===== src/cov3_pkg.sv =====
`timescale 1ns / 1ps
// ----------------------------------------------------------------------------
// cov3_pkg: shared definitions for the 3x3 covariance block
// Widths, register indexes, entry tables and the batch hand-off struct.
// ----------------------------------------------------------------------------
package cov3_pkg;

    localparam int MAX_VERTICES = 4096;
    localparam int COUNT_W      = $clog2(MAX_VERTICES + 1);

    localparam int COORD_W   = 24;
    localparam int DIFF_W    = COORD_W + 1;
    localparam int PROD_W    = 2 * DIFF_W;
    localparam int SUM_W     = 62;
    localparam int MEAN_W    = 50;
    localparam int THR_W     = 32;
    localparam int CFG_W     = 32;
    localparam int CFG_IDX_W = 2;
    localparam int IDX_W     = 2;

    localparam int NUM_SUMS    = 6;
    localparam int NUM_ENTRIES = 9;
    localparam int SUM_IDX_W   = 3;
    localparam int ENTRY_W     = 4;

    // Configuration register indexes.
    localparam logic [CFG_IDX_W-1:0] REG_CENTER_X       = 2'd0;
    localparam logic [CFG_IDX_W-1:0] REG_CENTER_Y       = 2'd1;
    localparam logic [CFG_IDX_W-1:0] REG_CENTER_Z       = 2'd2;
    localparam logic [CFG_IDX_W-1:0] REG_ZERO_THRESHOLD = 2'd3;

    // Sum indexes, in accumulator order xx xy xz yy yz zz.
    localparam logic [SUM_IDX_W-1:0] SUM_XX = 3'd0;
    localparam logic [SUM_IDX_W-1:0] SUM_XY = 3'd1;
    localparam logic [SUM_IDX_W-1:0] SUM_XZ = 3'd2;
    localparam logic [SUM_IDX_W-1:0] SUM_YY = 3'd3;
    localparam logic [SUM_IDX_W-1:0] SUM_YZ = 3'd4;
    localparam logic [SUM_IDX_W-1:0] SUM_ZZ = 3'd5;

    localparam logic [ENTRY_W-1:0] LAST_ENTRY = 4'd8;

    // Row-major matrix entry to accumulator, mirroring the symmetric half.
    localparam logic [SUM_IDX_W-1:0] ENTRY_SUM [NUM_ENTRIES] = '{
        SUM_XX, SUM_XY, SUM_XZ,
        SUM_XY, SUM_YY, SUM_YZ,
        SUM_XZ, SUM_YZ, SUM_ZZ
    };
    localparam logic [IDX_W-1:0] ENTRY_ROW [NUM_ENTRIES] = '{
        2'd0, 2'd0, 2'd0, 2'd1, 2'd1, 2'd1, 2'd2, 2'd2, 2'd2
    };
    localparam logic [IDX_W-1:0] ENTRY_COL [NUM_ENTRIES] = '{
        2'd0, 2'd1, 2'd2, 2'd0, 2'd1, 2'd2, 2'd0, 2'd1, 2'd2
    };

    typedef logic signed [SUM_W-1:0] sum_t;

    // Handed from the front end to the merge stage when a batch closes.
    typedef struct packed {
        logic               start;
        logic [COUNT_W-1:0] count;
        logic               overflow;
    } batch_info_t;

endpackage


===== src/cov3_lane.sv =====
`timescale 1ns / 1ps
// ----------------------------------------------------------------------------
// cov3_lane: one product lane
// Multiplies two centered coordinates and accumulates the product.
// ----------------------------------------------------------------------------
module cov3_lane (
    input  logic                                clk,
    input  logic                                rst_n,
    input  logic                                valid,
    input  logic signed [cov3_pkg::DIFF_W-1:0]  a,
    input  logic signed [cov3_pkg::DIFF_W-1:0]  b,
    input  logic                                clear,
    output cov3_pkg::sum_t                      sum
);
    import cov3_pkg::*;

    logic signed [PROD_W-1:0] prod_reg;
    logic                     pv_reg;
    sum_t                     sum_reg;
    sum_t                     sum_next;

    always_ff @(posedge clk)
    begin
        prod_reg <= a * b;
    end

    always_comb
    begin
        sum_next = sum_reg;
        if (clear)
        begin
            sum_next = '0;
        end
        else if (pv_reg)
        begin
            sum_next = sum_reg + SUM_W'(prod_reg);
        end
    end

    always_ff @(posedge clk or negedge rst_n)
    begin
        if (!rst_n)
        begin
            pv_reg  <= 1'b0;
            sum_reg <= '0;
        end
        else
        begin
            pv_reg  <= valid;
            sum_reg <= sum_next;
        end
    end

    assign sum = sum_reg;

endmodule


===== config.mk =====
export PLATFORM = sky130hd
export DESIGN_NAME = cov3_lane
export DESIGN_NICKNAME = d
export VERILOG_FILES = /design/src/cov3_pkg.sv /design/src/cov3_lane.sv
export SDC_FILE = /design/constraint.sdc
export NUM_CORES = 2
export LEC_CHECK = 0
export ABC_AREA = 1
export BUFFER_PORTS_ARGS = -buffer_cell sky130_fd_sc_hd__buf_2
export CAP_MARGIN = 20
export CORE_MARGIN = 3
export CORE_UTILIZATION = 65
export CTS_CLUSTER_DIAMETER = 100
export CTS_CLUSTER_SIZE = 28
export DETAILED_ROUTE_END_ITERATION = 16
export GPL_ROUTABILITY_DRIVEN = 0
export PLACE_DENSITY = 0.83
export SLEW_MARGIN = 20
export SYNTH_ARGS = -nofsm -noshare
export SYNTH_HDL_FRONTEND = slang
export SYNTH_SLANG_ARGS = --single-unit

===== constraint.sdc =====
create_clock -name clk -period 2.4 [get_ports clk]
set_clock_uncertainty 0.2 [all_clocks]
set_input_delay 0.12 -clock clk [delete_from_list [all_inputs] [get_ports clk]]
set_output_delay 0.12 -clock clk [all_outputs]
set_load 0.01 [all_outputs]

==> impl_metrics.json, run 1 <==
{
  "tool.error": "[ERROR GRT-0232] Routing congestion too high. Check the congestion heatmap in the GUI.",
  "syn_nets": 5513,
  "die_h_um": 231.9,
  "async_reset_ff_share_pct": 55.75,
  "synth_commonest_cells": "nand2_1, inv_1, fa_1, ha_1, nor2_1",
  "synth.top_cell.area_share_pct": 39.77,
  "lastStage": "global routing",
  "clock-sinks": 113,
  "status": "aborted with a tool error",
  "grt-ovfl-total": 196,
  "ys.flop_type": "dfrtp_1",
  "synth_cell_type_count": 44,
  "cts_max_path_buffers": 2,
  "syn_area_um2": 33170,
  "io_pins": 116,
  "worstEpCategory": "register input",
  "synth-edff-count": 0,
  "cts-root-buf": "clkbuf_16",
  "ys_seq_elements": 113,
  "initial_core_util_pct": 65.98,
  "die_x_um": 231.9,
  "rows": 82,
  "repair-timing-grt-worst-ep": "prod_reg[47]$_DFF_P_/D",
  "syn-mean-instance-area_um2": 7.214,
  "dp_hpwl_mm": 86.28,
  "grt_max_degree": 63,
  "ys_warn_count": 0,
  "ys_seq_area_share_pct": 7.771,
  "h-tree-depth": 4,
  "synth_largest_area_cell": "fa_1",
  "cts_buffers": 17,
  "synth_cells": 4598,
  "synth_most_common_cell": "nand2_1",
  "yosys-top-cells-area": "fa_1, nand2_1, inv_1, ha_1, dfrtp_1",
  "grt_usage_pct": 80.92,
  "port_buffers": 115
}
[layer usage]
layer / GRT usage [%] / overflow
met1: 77.74 / 8
met5: 58.46 / 0
met4: 78.39 / 70
met2: 92.59 / 110
met3: 74.82 / 8
[kinds of logic after synthesis]
kind of cell    count (synthesis)  synth area share, %
flops                         113                7.771
fa+ha+maj                     861                47.39
simple gates                 1917                23.47
compound gates                234                3.915
xor+xnor                       51                1.347
buf+inv                      1422                16.10
[stage by stage]
| step | instance area, µm² | util, % | worst slack (ns) | std cells |
|---|---|---|---|---|
| 3_5_place_dp | 37950 | 75.49 | -4.015 | 5613 |
| 3_3_place_gp | 37950 | 75.49 | -3.838 | 5613 |
| 2_1_floorplan | 34700 | - | -3.637 | 4598 |
| 4_1_cts | 40920 | 81.40 | -3.188 | 5698 |
[timing repair]
action	CTS
setup buffers	52
endpoints found under the hold margin	70
gates resized for setup	522
hold buffers	4
pin swaps	238
setup endpoints to repair	64
gates cloned	3
==> run 2, diff against run 1 <==
--- a/config.mk
+++ b/config.mk
@@ -9,12 +9,10 @@
 export BUFFER_PORTS_ARGS = -buffer_cell sky130_fd_sc_hd__buf_2
 export CAP_MARGIN = 20
 export CORE_MARGIN = 3
-export CORE_UTILIZATION = 65
-export CTS_CLUSTER_DIAMETER = 100
-export CTS_CLUSTER_SIZE = 28
+export CORE_UTILIZATION = 40
 export DETAILED_ROUTE_END_ITERATION = 16
 export GPL_ROUTABILITY_DRIVEN = 0
-export PLACE_DENSITY = 0.83
+export PLACE_DENSITY_LB_ADDON = 0.15
 export SLEW_MARGIN = 20
 export SYNTH_ARGS = -nofsm -noshare
 export SYNTH_HDL_FRONTEND = slang
==> run 2 against run 1 <==
The flow now finishes, with violations (negative setup slack). Area after synthesis is the same. Synthesized cell count did not move.
==> impl_metrics.json, run 2 <==
{
  "setup_ws_ns": -3.156,
  "fillCellCount": 7483,
  "cts_buffers": 17,
  "coreArea_um2": 81330,
  "seq_area_um2": 2582,
  "synth_cells": 4598,
  "syn-mean-instance-area_um2": 7.214,
  "cp.required_ns": 2.57,
  "grt_max_degree": 54,
  "grt_use_met2_pct": 42.85,
  "via_count": 29951,
  "first_pass_iters": 5,
  "worstSkewPairLatency_ns": 0.45,
  "tightest_slew_ns": 0.7668,
  "use_met3_pct": 1.985,
  "cts_max_path_buffers": 2,
  "synth-edff-count": 0,
  "synth_cell_type_count": 44,
  "clkTransAtPathRegs_ns": 0.06,
  "fin_hold_ws_ns": 0.07431,
  "initial_core_util_pct": 40.78,
  "totalWireLength_mm": 109.5,
  "busiest_layer": "met2",
  "hold_viol": 0,
  "grt_pass1_vias": 30822,
  "grt_setup_unrepaired": "true",
  "clock-sinks": 113,
  "drc": 0,
  "startpoint_type": "primary input",
  "port_buffers": 115,
  "io_pins": 116,
  "drive_gt1_share_pct": 30.62,
  "synth_most_common_cell": "nand2_1",
  "synth.top_cell.area_share_pct": 39.77,
  "maxCapViolCount": 0,
  "die_h_um": 294.0,
  "period_share_pct": 231.5,
  "violations": "negative setup slack",
  "wl_per_cell_um": 17.60,
  "syn_nets": 5513,
  "rows": 104,
  "holdCritPathClass": "in2async",
  "crit_arrival_ns": 5.72,
  "ys_seq_area_share_pct": 7.771,
  "mostFrequentLayoutCell": "nand2_1",
  "nets": 6065,
  "async_reset_ff_share_pct": 55.75,
  "cts_tree": "yes",
  "final.min_clock_period_ns": 5.556,
  "setup-violations-final": 46,
  "h-tree-depth": 4,
  "dp_hpwl_mm": 91.19,
  "cts-root-buf": "clkbuf_16",
  "final_cell_mix": "nand2_1, inv_1, fa_1, buf_4, nand2_2",
  "grt_pass1_wl_mm": 169.6,
  "multi_input_area_um2": 29390,
  "ys_seq_elements": 113,
  "antenna_found_initial": 0,
  "die_x_um": 294.0,
  "crit_type": "in2reg",
  "antenna_cells": 0,
  "status": "finished with violations",
  "crit_fanout": 6,
  "grt_usage_pct": 25.13,
  "grt-ovfl-total": 0,
  "syn_to_final_growth_pct": 35.55,
  "largest_reg_flops": 62,
  "ys.flop_type": "dfrtp_1",
  "max_freq_mhz": 180.0,
  "synth_largest_area_cell": "fa_1",
  "crit_path_end_kind": "flop",
  "ant_nets": 0,
  "syn_area_um2": 33170,
  "drv_slew": 0,
  "synth_commonest_cells": "nand2_1, inv_1, fa_1, ha_1, nor2_1",
  "ys_warn_count": 0,
  "yosys-top-cells-area": "fa_1, nand2_1, inv_1, ha_1, dfrtp_1",
  "die-area_um2": 86420,
  "dr.first_iter.drc_count": 1752,
  "grt_util_met1_pct": 34.97,
  "max-slew-margin-rel_pct": 48.88,
  "via_per_inst": 4.813
}
-- run 2: stage by stage --
step                cell area (µm²)  setup TNS (ns)  setup WS [ns]  instances  utilization, %
CTS                           42080         -125.75         -3.205       6182           51.74
floorplan                     34700         -130.68         -3.637       4598               -
detailed placement            39190         -160.79         -4.166       6101           48.19
global route                  44960         -131.40         -3.349       6223           55.28
finish                        44960         -124.46         -3.156       6223           55.28
global placement              39190         -160.21         -4.168       6101           48.19
-- run 2: repair_timing --
item | in CTS | in global routing
hold buffers | 4 | 0
gates cloned | 2 | 5
pin swaps | 222 | 261
setup endpoints to repair | 65 | 94
resized for setup | 519 | 617
buffers inserted | 44 | 45
endpoints found under the hold margin | 34 | 0
-- run 2: kinds of logic after synthesis --
logic type / Yosys count / share of synthesized area [%]
AO/OA/AOI/OAI: 234 / 3.915
XOR/XNOR: 51 / 1.347
adder cells (fa/ha/maj): 861 / 47.39
buffers and inverters: 1422 / 16.10
flip-flops: 113 / 7.771
AND/OR/NAND/NOR: 1917 / 23.47
-- run 2: per-layer routing --
| metal | share of wire, % | vias up |
|---|---|---|
| li1 | - | 14272 |
| met5 | 0 | - |
| met4 | 2.7 | 0 |
| met1 | 45 | 14783 |
| met2 | 48 | 741 |
| met3 | 4.3 | 155 |
-- run 2: layout make-up --
type                       instances  share of cell area (%)
clock buffer                      23                   1.135
clock inverter                     9                  0.1503
inverter                        1261                   10.56
multi-input combinational       3063                   65.38
sequential                       113                   5.744
tap                             1060                   2.950
timing repair buffer             694                   14.08
-- run 2: final timing paths --
path | slack [ns] | end | depth (start not counted) | startpoint
max reg2reg | 0.09 | sum[55] | 12 | sum[8]
min in group clk | 0.09 | prod_reg[0] | 5 | a[0]
min reg2reg | 0.31 | sum[59] | 2 | sum[59]
max in group asynchronous | 1.27 | sum[34] | 3 | rst_n
min | 0.07 | sum[7] | 2 | rst_n
max | -3.16 | prod_reg[43] | 23 | b[4]
-- run 2: critical path, cell delays in order --
cell and delay (ns):
buf_12 0.13, nand2_4 0.08, inv_4 0.04, fa_1 0.51, fa_2 0.60, inv_4 0.05, fa_2 0.58, clkinvlp_4 0.13
buf_12 0.15, fa_2 0.54, fa_2 0.43, fa_2 0.54, fa_1 0.44, ha_4 0.31, nand2_2 0.06, buf_4 0.14
nor2_4 0.11, buf_6 0.11, nand2_4 0.05, nor2_4 0.10, nand4_1 0.16, nand3_2 0.15, xor2_1 0.16
Power of run 2 is not shown: default switching activity piles up to over one toggle a cycle in this logic, so the estimate is an artifact.
