--- src/cov3_pkg.sv ---
`timescale 1ns / 1ps
// ----------------------------------------------------------------------------
// cov3_pkg: shared definitions for the 3x3 covariance block
// Widths, register indexes, entry tables and the batch hand-off struct.
// ----------------------------------------------------------------------------
package cov3_pkg;

    localparam int MAX_VERTICES = 4096;
    localparam int COUNT_W      = $clog2(MAX_VERTICES + 1);

    localparam int COORD_W   = 24;
    localparam int DIFF_W    = COORD_W + 1;
    localparam int PROD_W    = 2 * DIFF_W;
    localparam int SUM_W     = 62;
    localparam int MEAN_W    = 50;
    localparam int THR_W     = 32;
    localparam int CFG_W     = 32;
    localparam int CFG_IDX_W = 2;
    localparam int IDX_W     = 2;

    localparam int NUM_SUMS    = 6;
    localparam int NUM_ENTRIES = 9;
    localparam int SUM_IDX_W   = 3;
    localparam int ENTRY_W     = 4;

    // Configuration register indexes.
    localparam logic [CFG_IDX_W-1:0] REG_CENTER_X       = 2'd0;
    localparam logic [CFG_IDX_W-1:0] REG_CENTER_Y       = 2'd1;
    localparam logic [CFG_IDX_W-1:0] REG_CENTER_Z       = 2'd2;
    localparam logic [CFG_IDX_W-1:0] REG_ZERO_THRESHOLD = 2'd3;

    // Sum indexes, in accumulator order xx xy xz yy yz zz.
    localparam logic [SUM_IDX_W-1:0] SUM_XX = 3'd0;
    localparam logic [SUM_IDX_W-1:0] SUM_XY = 3'd1;
    localparam logic [SUM_IDX_W-1:0] SUM_XZ = 3'd2;
    localparam logic [SUM_IDX_W-1:0] SUM_YY = 3'd3;
    localparam logic [SUM_IDX_W-1:0] SUM_YZ = 3'd4;
    localparam logic [SUM_IDX_W-1:0] SUM_ZZ = 3'd5;

    localparam logic [ENTRY_W-1:0] LAST_ENTRY = 4'd8;

    // Row-major matrix entry to accumulator, mirroring the symmetric half.
    localparam logic [SUM_IDX_W-1:0] ENTRY_SUM [NUM_ENTRIES] = '{
        SUM_XX, SUM_XY, SUM_XZ,
        SUM_XY, SUM_YY, SUM_YZ,
        SUM_XZ, SUM_YZ, SUM_ZZ
    };
    localparam logic [IDX_W-1:0] ENTRY_ROW [NUM_ENTRIES] = '{
        2'd0, 2'd0, 2'd0, 2'd1, 2'd1, 2'd1, 2'd2, 2'd2, 2'd2
    };
    localparam logic [IDX_W-1:0] ENTRY_COL [NUM_ENTRIES] = '{
        2'd0, 2'd1, 2'd2, 2'd0, 2'd1, 2'd2, 2'd0, 2'd1, 2'd2
    };

    typedef logic signed [SUM_W-1:0] sum_t;

    // Handed from the front end to the merge stage when a batch closes.
    typedef struct packed {
        logic               start;
        logic [COUNT_W-1:0] count;
        logic               overflow;
    } batch_info_t;

endpackage

--- src/cov3_div.sv ---
`timescale 1ns / 1ps
// ----------------------------------------------------------------------------
// cov3_div: iterative signed divider
// Restoring division of a sum by the vertex count, one quotient bit a cycle.
// ----------------------------------------------------------------------------
module cov3_div (
    input  logic                                clk,
    input  logic                                rst_n,
    input  logic                                start,
    input  cov3_pkg::sum_t                      dividend,
    input  logic [cov3_pkg::COUNT_W-1:0]        divisor,
    output logic                                done,
    output logic [cov3_pkg::MEAN_W-1:0]         quo_mag,
    output logic                                quo_neg
);
    import cov3_pkg::*;

    localparam int STEP_W = $clog2(SUM_W);

    logic               busy_reg;
    logic               done_reg;
    logic [STEP_W-1:0]  step_reg;
    logic [SUM_W-1:0]   num_reg;
    logic [SUM_W-1:0]   num_next;
    logic [COUNT_W-1:0] rem_reg;
    logic [COUNT_W-1:0] rem_next;
    logic [COUNT_W-1:0] div_reg;
    logic               neg_reg;
    logic [COUNT_W:0]   rem_shift;
    logic               fits;

    assign rem_shift = {rem_reg, num_reg[SUM_W-1]};
    assign fits      = rem_shift >= {1'b0, div_reg};

    always_comb
    begin
        rem_next = fits ? COUNT_W'(rem_shift - {1'b0, div_reg}) : rem_shift[COUNT_W-1:0];
        num_next = {num_reg[SUM_W-2:0], fits};
    end

    always_ff @(posedge clk)
    begin
        if (start)
        begin
            neg_reg <= dividend[SUM_W-1];
            num_reg <= dividend[SUM_W-1] ? SUM_W'(-dividend) : SUM_W'(dividend);
            rem_reg <= '0;
            div_reg <= divisor;
        end
        else if (busy_reg)
        begin
            num_reg <= num_next;
            rem_reg <= rem_next;
        end
    end

    always_ff @(posedge clk or negedge rst_n)
    begin
        if (!rst_n)
        begin
            busy_reg <= 1'b0;
            done_reg <= 1'b0;
            step_reg <= '0;
        end
        else
        begin
            done_reg <= 1'b0;
            if (start)
            begin
                busy_reg <= 1'b1;
                step_reg <= '0;
            end
            else if (busy_reg)
            begin
                step_reg <= step_reg + 1'b1;
                if (step_reg == STEP_W'(SUM_W - 1))
                begin
                    busy_reg <= 1'b0;
                    done_reg <= 1'b1;
                end
            end
        end
    end

    // The quotient magnitude never exceeds the largest product, so it fits.
    assign done    = done_reg;
    assign quo_mag = num_reg[MEAN_W-1:0];
    assign quo_neg = neg_reg;

endmodule

--- src/cov3_merge.sv ---
`timescale 1ns / 1ps
// ----------------------------------------------------------------------------
// cov3_merge: merging stage
// Divides the six lane sums, snaps small means to zero, emits nine entries.
// ----------------------------------------------------------------------------
module cov3_merge (
    input  logic                                clk,
    input  logic                                rst_n,
    input  cov3_pkg::batch_info_t               info,
    input  cov3_pkg::sum_t                      sums [cov3_pkg::NUM_SUMS],
    input  logic [cov3_pkg::THR_W-1:0]          zero_threshold,
    output logic                                out_valid,
    input  logic                                out_ready,
    output logic [cov3_pkg::IDX_W-1:0]          row_index,
    output logic [cov3_pkg::IDX_W-1:0]          col_index,
    output logic signed [cov3_pkg::MEAN_W-1:0]  entry_value,
    output logic                                final_entry,
    output logic                                done
);
    import cov3_pkg::*;

    localparam logic [1:0] ST_IDLE = 2'd0;
    localparam logic [1:0] ST_LOAD = 2'd1;
    localparam logic [1:0] ST_WAIT = 2'd2;
    localparam logic [1:0] ST_EMIT = 2'd3;

    logic [1:0]               state_reg;
    logic [1:0]               state_next;
    logic [SUM_IDX_W-1:0]     k_reg;
    logic [SUM_IDX_W-1:0]     k_next;
    logic [ENTRY_W-1:0]       e_reg;
    logic [ENTRY_W-1:0]       e_next;
    logic signed [MEAN_W-1:0] means_reg [NUM_SUMS];
    logic signed [MEAN_W-1:0] mean_next;

    logic                     div_start;
    logic                     div_done;
    logic [MEAN_W-1:0]        quo_mag;
    logic                     quo_neg;

    assign div_start = (state_reg == ST_LOAD);

    cov3_div u_div (
        .clk      (clk),
        .rst_n    (rst_n),
        .start    (div_start),
        .dividend (sums[k_reg]),
        .divisor  (info.count),
        .done     (div_done),
        .quo_mag  (quo_mag),
        .quo_neg  (quo_neg)
    );

    always_comb
    begin
        if (info.count == '0 || quo_mag < MEAN_W'(zero_threshold))
        begin
            mean_next = '0;
        end
        else
        begin
            mean_next = quo_neg ? -$signed(quo_mag) : $signed(quo_mag);
        end
    end

    always_comb
    begin
        state_next = state_reg;
        k_next     = k_reg;
        e_next     = e_reg;
        done       = 1'b0;
        unique case (state_reg)
            ST_IDLE:
            begin
                if (info.start)
                begin
                    state_next = ST_LOAD;
                    k_next     = '0;
                end
            end
            ST_LOAD:
            begin
                state_next = ST_WAIT;
            end
            ST_WAIT:
            begin
                if (div_done)
                begin
                    if (k_reg == SUM_ZZ)
                    begin
                        state_next = ST_EMIT;
                        e_next     = '0;
                    end
                    else
                    begin
                        state_next = ST_LOAD;
                        k_next     = k_reg + 1'b1;
                    end
                end
            end
            ST_EMIT:
            begin
                if (out_ready)
                begin
                    if (e_reg == LAST_ENTRY)
                    begin
                        state_next = ST_IDLE;
                        done       = 1'b1;
                    end
                    else
                    begin
                        e_next = e_reg + 1'b1;
                    end
                end
            end
            default:
            begin
                state_next = ST_IDLE;
            end
        endcase
    end

    always_ff @(posedge clk)
    begin
        if (state_reg == ST_WAIT && div_done)
        begin
            means_reg[k_reg] <= mean_next;
        end
    end

    always_ff @(posedge clk or negedge rst_n)
    begin
        if (!rst_n)
        begin
            state_reg <= ST_IDLE;
            k_reg     <= '0;
            e_reg     <= '0;
        end
        else
        begin
            state_reg <= state_next;
            k_reg     <= k_next;
            e_reg     <= e_next;
        end
    end

    assign out_valid   = (state_reg == ST_EMIT);
    assign row_index   = ENTRY_ROW[e_reg];
    assign col_index   = ENTRY_COL[e_reg];
    assign entry_value = means_reg[ENTRY_SUM[e_reg]];
    assign final_entry = (e_reg == LAST_ENTRY);

endmodule

--- config.mk ---
export PLATFORM = sky130hd
export DESIGN_NAME = cov3_merge
export DESIGN_NICKNAME = d
export VERILOG_FILES = /design/src/cov3_pkg.sv /design/src/cov3_div.sv /design/src/cov3_merge.sv
export SDC_FILE = /design/constraint.sdc
export NUM_CORES = 1
export LEC_CHECK = 0
export ABC_AREA = 1
export BUFFER_PORTS_ARGS = -buffer_cell sky130_fd_sc_hd__buf_2
export CORE_MARGIN = 5
export CORE_UTILIZATION = 51
export DETAILED_ROUTE_END_ITERATION = 10
export HOLD_SLACK_MARGIN = 0.08
export PLACE_DENSITY = 0.78
export SLEW_MARGIN = 30
export SYNTH_ARGS = -nofsm -noshare
export SYNTH_HDL_FRONTEND = slang
export SYNTH_SLANG_ARGS = --single-unit
--- constraint.sdc ---
create_clock -name clk -period 6.58 [get_ports clk]
set_input_delay 0.658 -clock clk [delete_from_list [all_inputs] [get_ports clk]]
set_output_delay 0.658 -clock clk [all_outputs]
set_load 0.01 [all_outputs]
Word level (Yosys, flattened, before mapping)
Memories as Yosys holds them, arrays and structs flattened. Index checks and enable logic that the tools add are counted.

ROM bits: 112. Logic and storage cells: 92. Memories kept: 4. Register bits: 106. Memory bits (writable): 300. Output and inout port bits: 57.

Bitwise gates (word level): 2. Equal/unequal tests: 13. Muxes and demuxes: 43. Add/sub/neg operators: 6. Order comparisons: 4. Reduce and logical (&&, ||, !) cells: 10.

Memory list: means_reg (words 6, width 50, read ports 1, clocked after Yosys merged registers in 0, write ports 1, line cov3_merge.sv:33) `logic signed [MEAN_W-1:0] means_reg [NUM_SUMS];`; (no name shown) (words 16, width 3, read ports 1, clocked after Yosys merged registers in 0, write ports 0, line cov3_merge.sv:150) `assign entry_value = means_reg[ENTRY_SUM[e_reg]];`; (no name shown) (words 16, width 2, read ports 1, clocked after Yosys merged registers in 0, write ports 0, line cov3_merge.sv:149) `assign col_index = ENTRY_COL[e_reg];`; (no name shown) (words 16, width 2, read ports 1, clocked after Yosys merged registers in 0, write ports 0, line cov3_merge.sv:148) `assign row_index = ENTRY_ROW[e_reg];`.

Operator list (count): $mux 62 (5); $bmux 62 s3 (1); $mux 50 (2); $neg 62->62 (1); $lt 50x32->1 (1); $neg 50->50 (1); $mux 2 (9); $mux 4 (4); $mux 3 (5); $ge 14x13->1 (1); $logic_not 13->1 (1); $mux 13 (1); $sub 13x13->13 (1); $mux 6 (2); $mux 1 (11); $ne 2x2->1 const B (4); $pmux 2 s4 (1); $pmux 4 s2 (1); $reduce_and 4->1 (2); $add 6x1->6 const B (1); $eq 6x6->1 const B (1); $ne 2x1->1 const B (3); $pmux 3 s2 (1); $reduce_bool 2->1 (3); 14 further kinds (15).

Depth between registers and ports, before layout
Depth after elaboration: 7. Gate-level depth with buffers: 21.

By module
Synthesis repeated with hierarchy kept, for this count alone.

Cells, all modules: 2875. Area total of the unflattened synthesis: 24105.6 µm².

By module, submodules not included: cov3_merge (sequential area each 9233.9 µm², area each 17060.1 µm², instances 1, cells an instance 1894); cov3_div (sequential area each 2742.6 µm², area each 7045.5 µm², instances 1, cells an instance 981).

Least setup slack after synthesis
Ideal clock, no wire load.

Path type: register to register. Start point: register k_reg[0]. End point: memory means_reg[3][0] (enable). Path buffers: 4. Library setup time: 582 ps. Path slack: 209 ps. Data arrival time: 5789 ps. Clock period less this slack: 6371 ps. Stages on the path, launching flop included: 7. Cell sequence: dfrtp_1 > buf_6 > inv_4 > buf_6 > buf_4 > buf_2 > nor4_1.

RTL lines: start, declared (line cov3_merge.sv:29) `logic [SUM_IDX_W-1:0] k_reg;`; start signal, assigned (line cov3_merge.sv:142) `k_reg <= k_next;`; end, declared (line cov3_merge.sv:33).

Straight into the memory's write port.

Worst setup path in the final report
Start point: register e_reg[0]. End point: output port entry_value[34] (netlist name).

Cells in the longest elaborated chain, start to end: 5.

Ends and longest elaborated chain: start, declared (line cov3_merge.sv:31) `logic [ENTRY_W-1:0] e_reg;`; start signal, assigned (line cov3_merge.sv:143) `e_reg <= e_next;`; $not 4->5 (not written as such) (line cov3_merge.sv:150); $mem_v2 16x3; $mux 3 (not written as such) (2 in a row) (line cov3_merge.sv:150); $mem_v2 6x50; end, declared (line cov3_merge.sv:16) `output logic signed [cov3_pkg::MEAN_W-1:0] entry_value,`.

No other way between the ends. The select of a mux whose other input is x is not followed.

==> results.cfg <==
[status]
outcome = finished, final reports clean

[floorplanning]
rows = 81
die_area_um2 = 53860
ios = 479
core_um2 = 48850
dieHeight_um = 232.1
die_x_um = 232.1
start_util = 0.5149

[detailed_routing]
wl_per_cell_um = 19.92
vias_per_cell = 5.471
wirelength_um = 86250
dr.pass1.iters = 6
drcViolationCount = 0
ant_nets = 0
dr.first_iter.drc_count = 2397
vias = 23690

[clocking]
cts_setup_buffers = 0
cts-root-buf = clkbuf_16
clock_path_buffers = 3
cts_tree = built
worst_skew_pair.late_latency_ns = 0.54
clk_pin_slew_worst_paths_ns = 0.06
cts_sinks = 406
cts_resized = 0
htreeDepth = 2
cts_buffers = 37

[place]
hpwl_um = 63530
place_congestion = 1.015
io_buffers = 477
dp_cells = 4255
place_ws_ns = 2.481

[yosys]
synth-edff-count = 376
synth_top_family_by_area = simple AND/OR/NAND/NOR gates
ys_types = 57
syn_nets = 3717
yosysTopAreaCell = edfxtp_1
synth.top_cell.area_share = 0.4489
async_reset_ff_frac = 0.04187
syn_area_um2 = 25150
yosysSeqAreaShare = 0.4762
synth_xor_area_frac = 0.02856
synth_compound_area_frac = 0.08990
yosys.area_share.simple = 0.3072
avgSynthCellArea_um2 = 7.762
synth.most_common_cell = nand2_1
synthAdderAreaFrac = 0.02766
synth_commonest_cells = nand2_1 (1033), nor2_1 (488), edfxtp_1 (376)
ys.flop_type = edfxtp_1
synth_mux_area_frac = 0
syn_inst = 3240
ys_seq_elements = 406
ys.warnings.count = 0
synthTopCellsByArea = edfxtp_1 (45%), nand2_1 (15%), nor2_1 (7.3%)

[cells_and_area]
multi_input_area_um2 = 11480
register_area_um2 = 11980
stdcell_count = 4330
syn2layout_area_growth_pct = 15.62
drive_above_1_share = 0.1695
fillers = 4587
largest_reg_flops = 300
fin_nets = 4108

[critical_path]
critPathArrivalTime_ns = 4.03
endpoint_kind = output pin
cp_slowest_stage_delay_ns = 0.82
rr_worst_depth = 18
cp-start-kind = register
r2r_slack_ns = 2.61
crit_fanout = 95
worstReg2RegStart = k_reg[1]
crit_chain = inv_1 -> ha_1 -> nand2_1 -> inv_1 -> nor3_4 -> buf_4 -> buf_4 -> nor2_1 -> o32ai_1 -> nand2_1 -> o21ai_0 -> buf_2
reg2reg_to = u_div.num_reg[37]
required_ns = 5.92
crit_type = reg -> out
crit_slowest_cell = buf_4

[sta]
tightestPinTransition_ns = 0.9357
rsz0062_at_grt = false
period_share = 0.7131
relSlewSlack = 0.3744
fin_crit_ns = 4.692
finalMaxSlewViolations = 0
fmax_ghz = 0.2131
setup_tns_ns = 0
finalHoldViolations = 0
timing.final.ws_setup_ns = 1.888
setup_violations = 0
fin_worst_skew_ns = 0.01508

[flow_run]
maxCapViolations = 0

[grt]
antenna_found_initial = 15
grt_pass1_vias = 21950
grt_max_degree = 109
grt_usage = 0.3100
grt_pass1_wl_um = 128800
overflow = 0

[min_path]
hold_depth = 1
holdPathEnd = u_div.div_reg[11]
hp-class = in -> reg
hold_start = info[12]

[pwr]
total_leakage_power_nw = 12.98
powerDensity_nw_per_um2 = 485.1
ir_worst_vdd_uv = 249.2
==> cell type report <==
| type | count | area share |
|---|---|---|
| antenna | 9 | 0.0007745 |
| clock buffer | 48 | 0.03326 |
| clock inverter | 17 | 0.003700 |
| inverter | 276 | 0.03606 |
| multi-input combinational | 2402 | 0.3947 |
| sequential | 406 | 0.4120 |
| tap | 664 | 0.02857 |
| timing repair buffer | 508 | 0.09087 |
==> power breakdown <==
group / leakage [nW] / internal (W) / switching, W / total [W]
sequential: 3.82 / 0.00374 / 0.000400 / 0.00414
clock: 0.518 / 0.00105 / 0.000904 / 0.00195
combinational: 8.65 / 0.00237 / 0.00564 / 0.00801
total: 13.0 / 0.00716 / 0.00695 / 0.0141
==> critical path: cells and delay by family (launching register included) <==
family | cells | cell delay (ns)
AO/OA/AOI/OAI | 2 | 0.54
AND/OR/NAND/NOR | 4 | 0.47
adder cells (fa/ha/maj) | 1 | 0.24
buffers and inverters | 5 | 1.73
flip-flops | 1 | 0.45
==> layer usage <==
metal  part of all wire  GRT usage  vias to the layer above
met1               0.40     0.4108                    10960
met2               0.49     0.5305                     1049
met4              0.039     0.1126                        4
met3              0.074    0.03375                      151
li1                   -          -                    11530
met5            0.00016          0                        -
==> layout by cell type, fill, tap and decap left out, drive strengths merged, types with 9 or more instances in the layout <==
master and instances:
a21oi 49, and2 16, buf 507, clkbuf 48
clkinv 15, dfrtp 17, dfxtp 13, diode 9
edfxtp 376, ha 54, inv 276, nand2 1041
nand3 155, nand3b 10, nand4 78, nor2 517
nor3 26, nor4 15, o211ai 9, o21ai 266
o32ai 50, xnor2 26, xor2 56
==> logic make-up after synthesis <==
logic type / count (synthesis)
simple gates: 1868
buf+inv: 432
fa+ha+maj: 55
compound gates: 397
flops: 406
xor+xnor: 82
==> stage by stage <==
step | total power (W) | instance area, um^2 | utilization | hold WS [ns]
6_report | 0.01411 | 29080 | 0.5953 | 0.3301
5_1_grt | 0.01520 | 29070 | 0.5952 | 0.3203
4_1_cts | 0.01406 | 29050 | 0.5947 | 0.3092
2_1_floorplan | 0.009683 | 25150 | - | 0.3624
3_3_place_gp | 0.01196 | 27940 | 0.5719 | 0.4633
3_5_place_dp | 0.01209 | 27970 | 0.5725 | 0.4633
==> how the worst max path moves through the flow <==
stage / start / end / slack (ns) / cells past startpoint
after CTS: e_reg[0] / entry_value[18] / 1.91 / 12
after global routing: e_reg[0] / entry_value[6] / 1.59 / 12
after global placement: e_reg[0] / entry_value[17] / 2.50 / 12
after floorplan: k_reg[0] / means_reg[3][0] / 0.21 / 6
after detailed placement: e_reg[0] / entry_value[18] / 2.48 / 12
final: e_reg[0] / entry_value[34] / 1.89 / 12
==> timing repair <==
action,in CTS,in global routing
hold endpoints to repair,17,0
hold buffers,1,0
endpoints found under the setup margin,0,0
No activity file was read; power rests on OpenSTA's default activity.
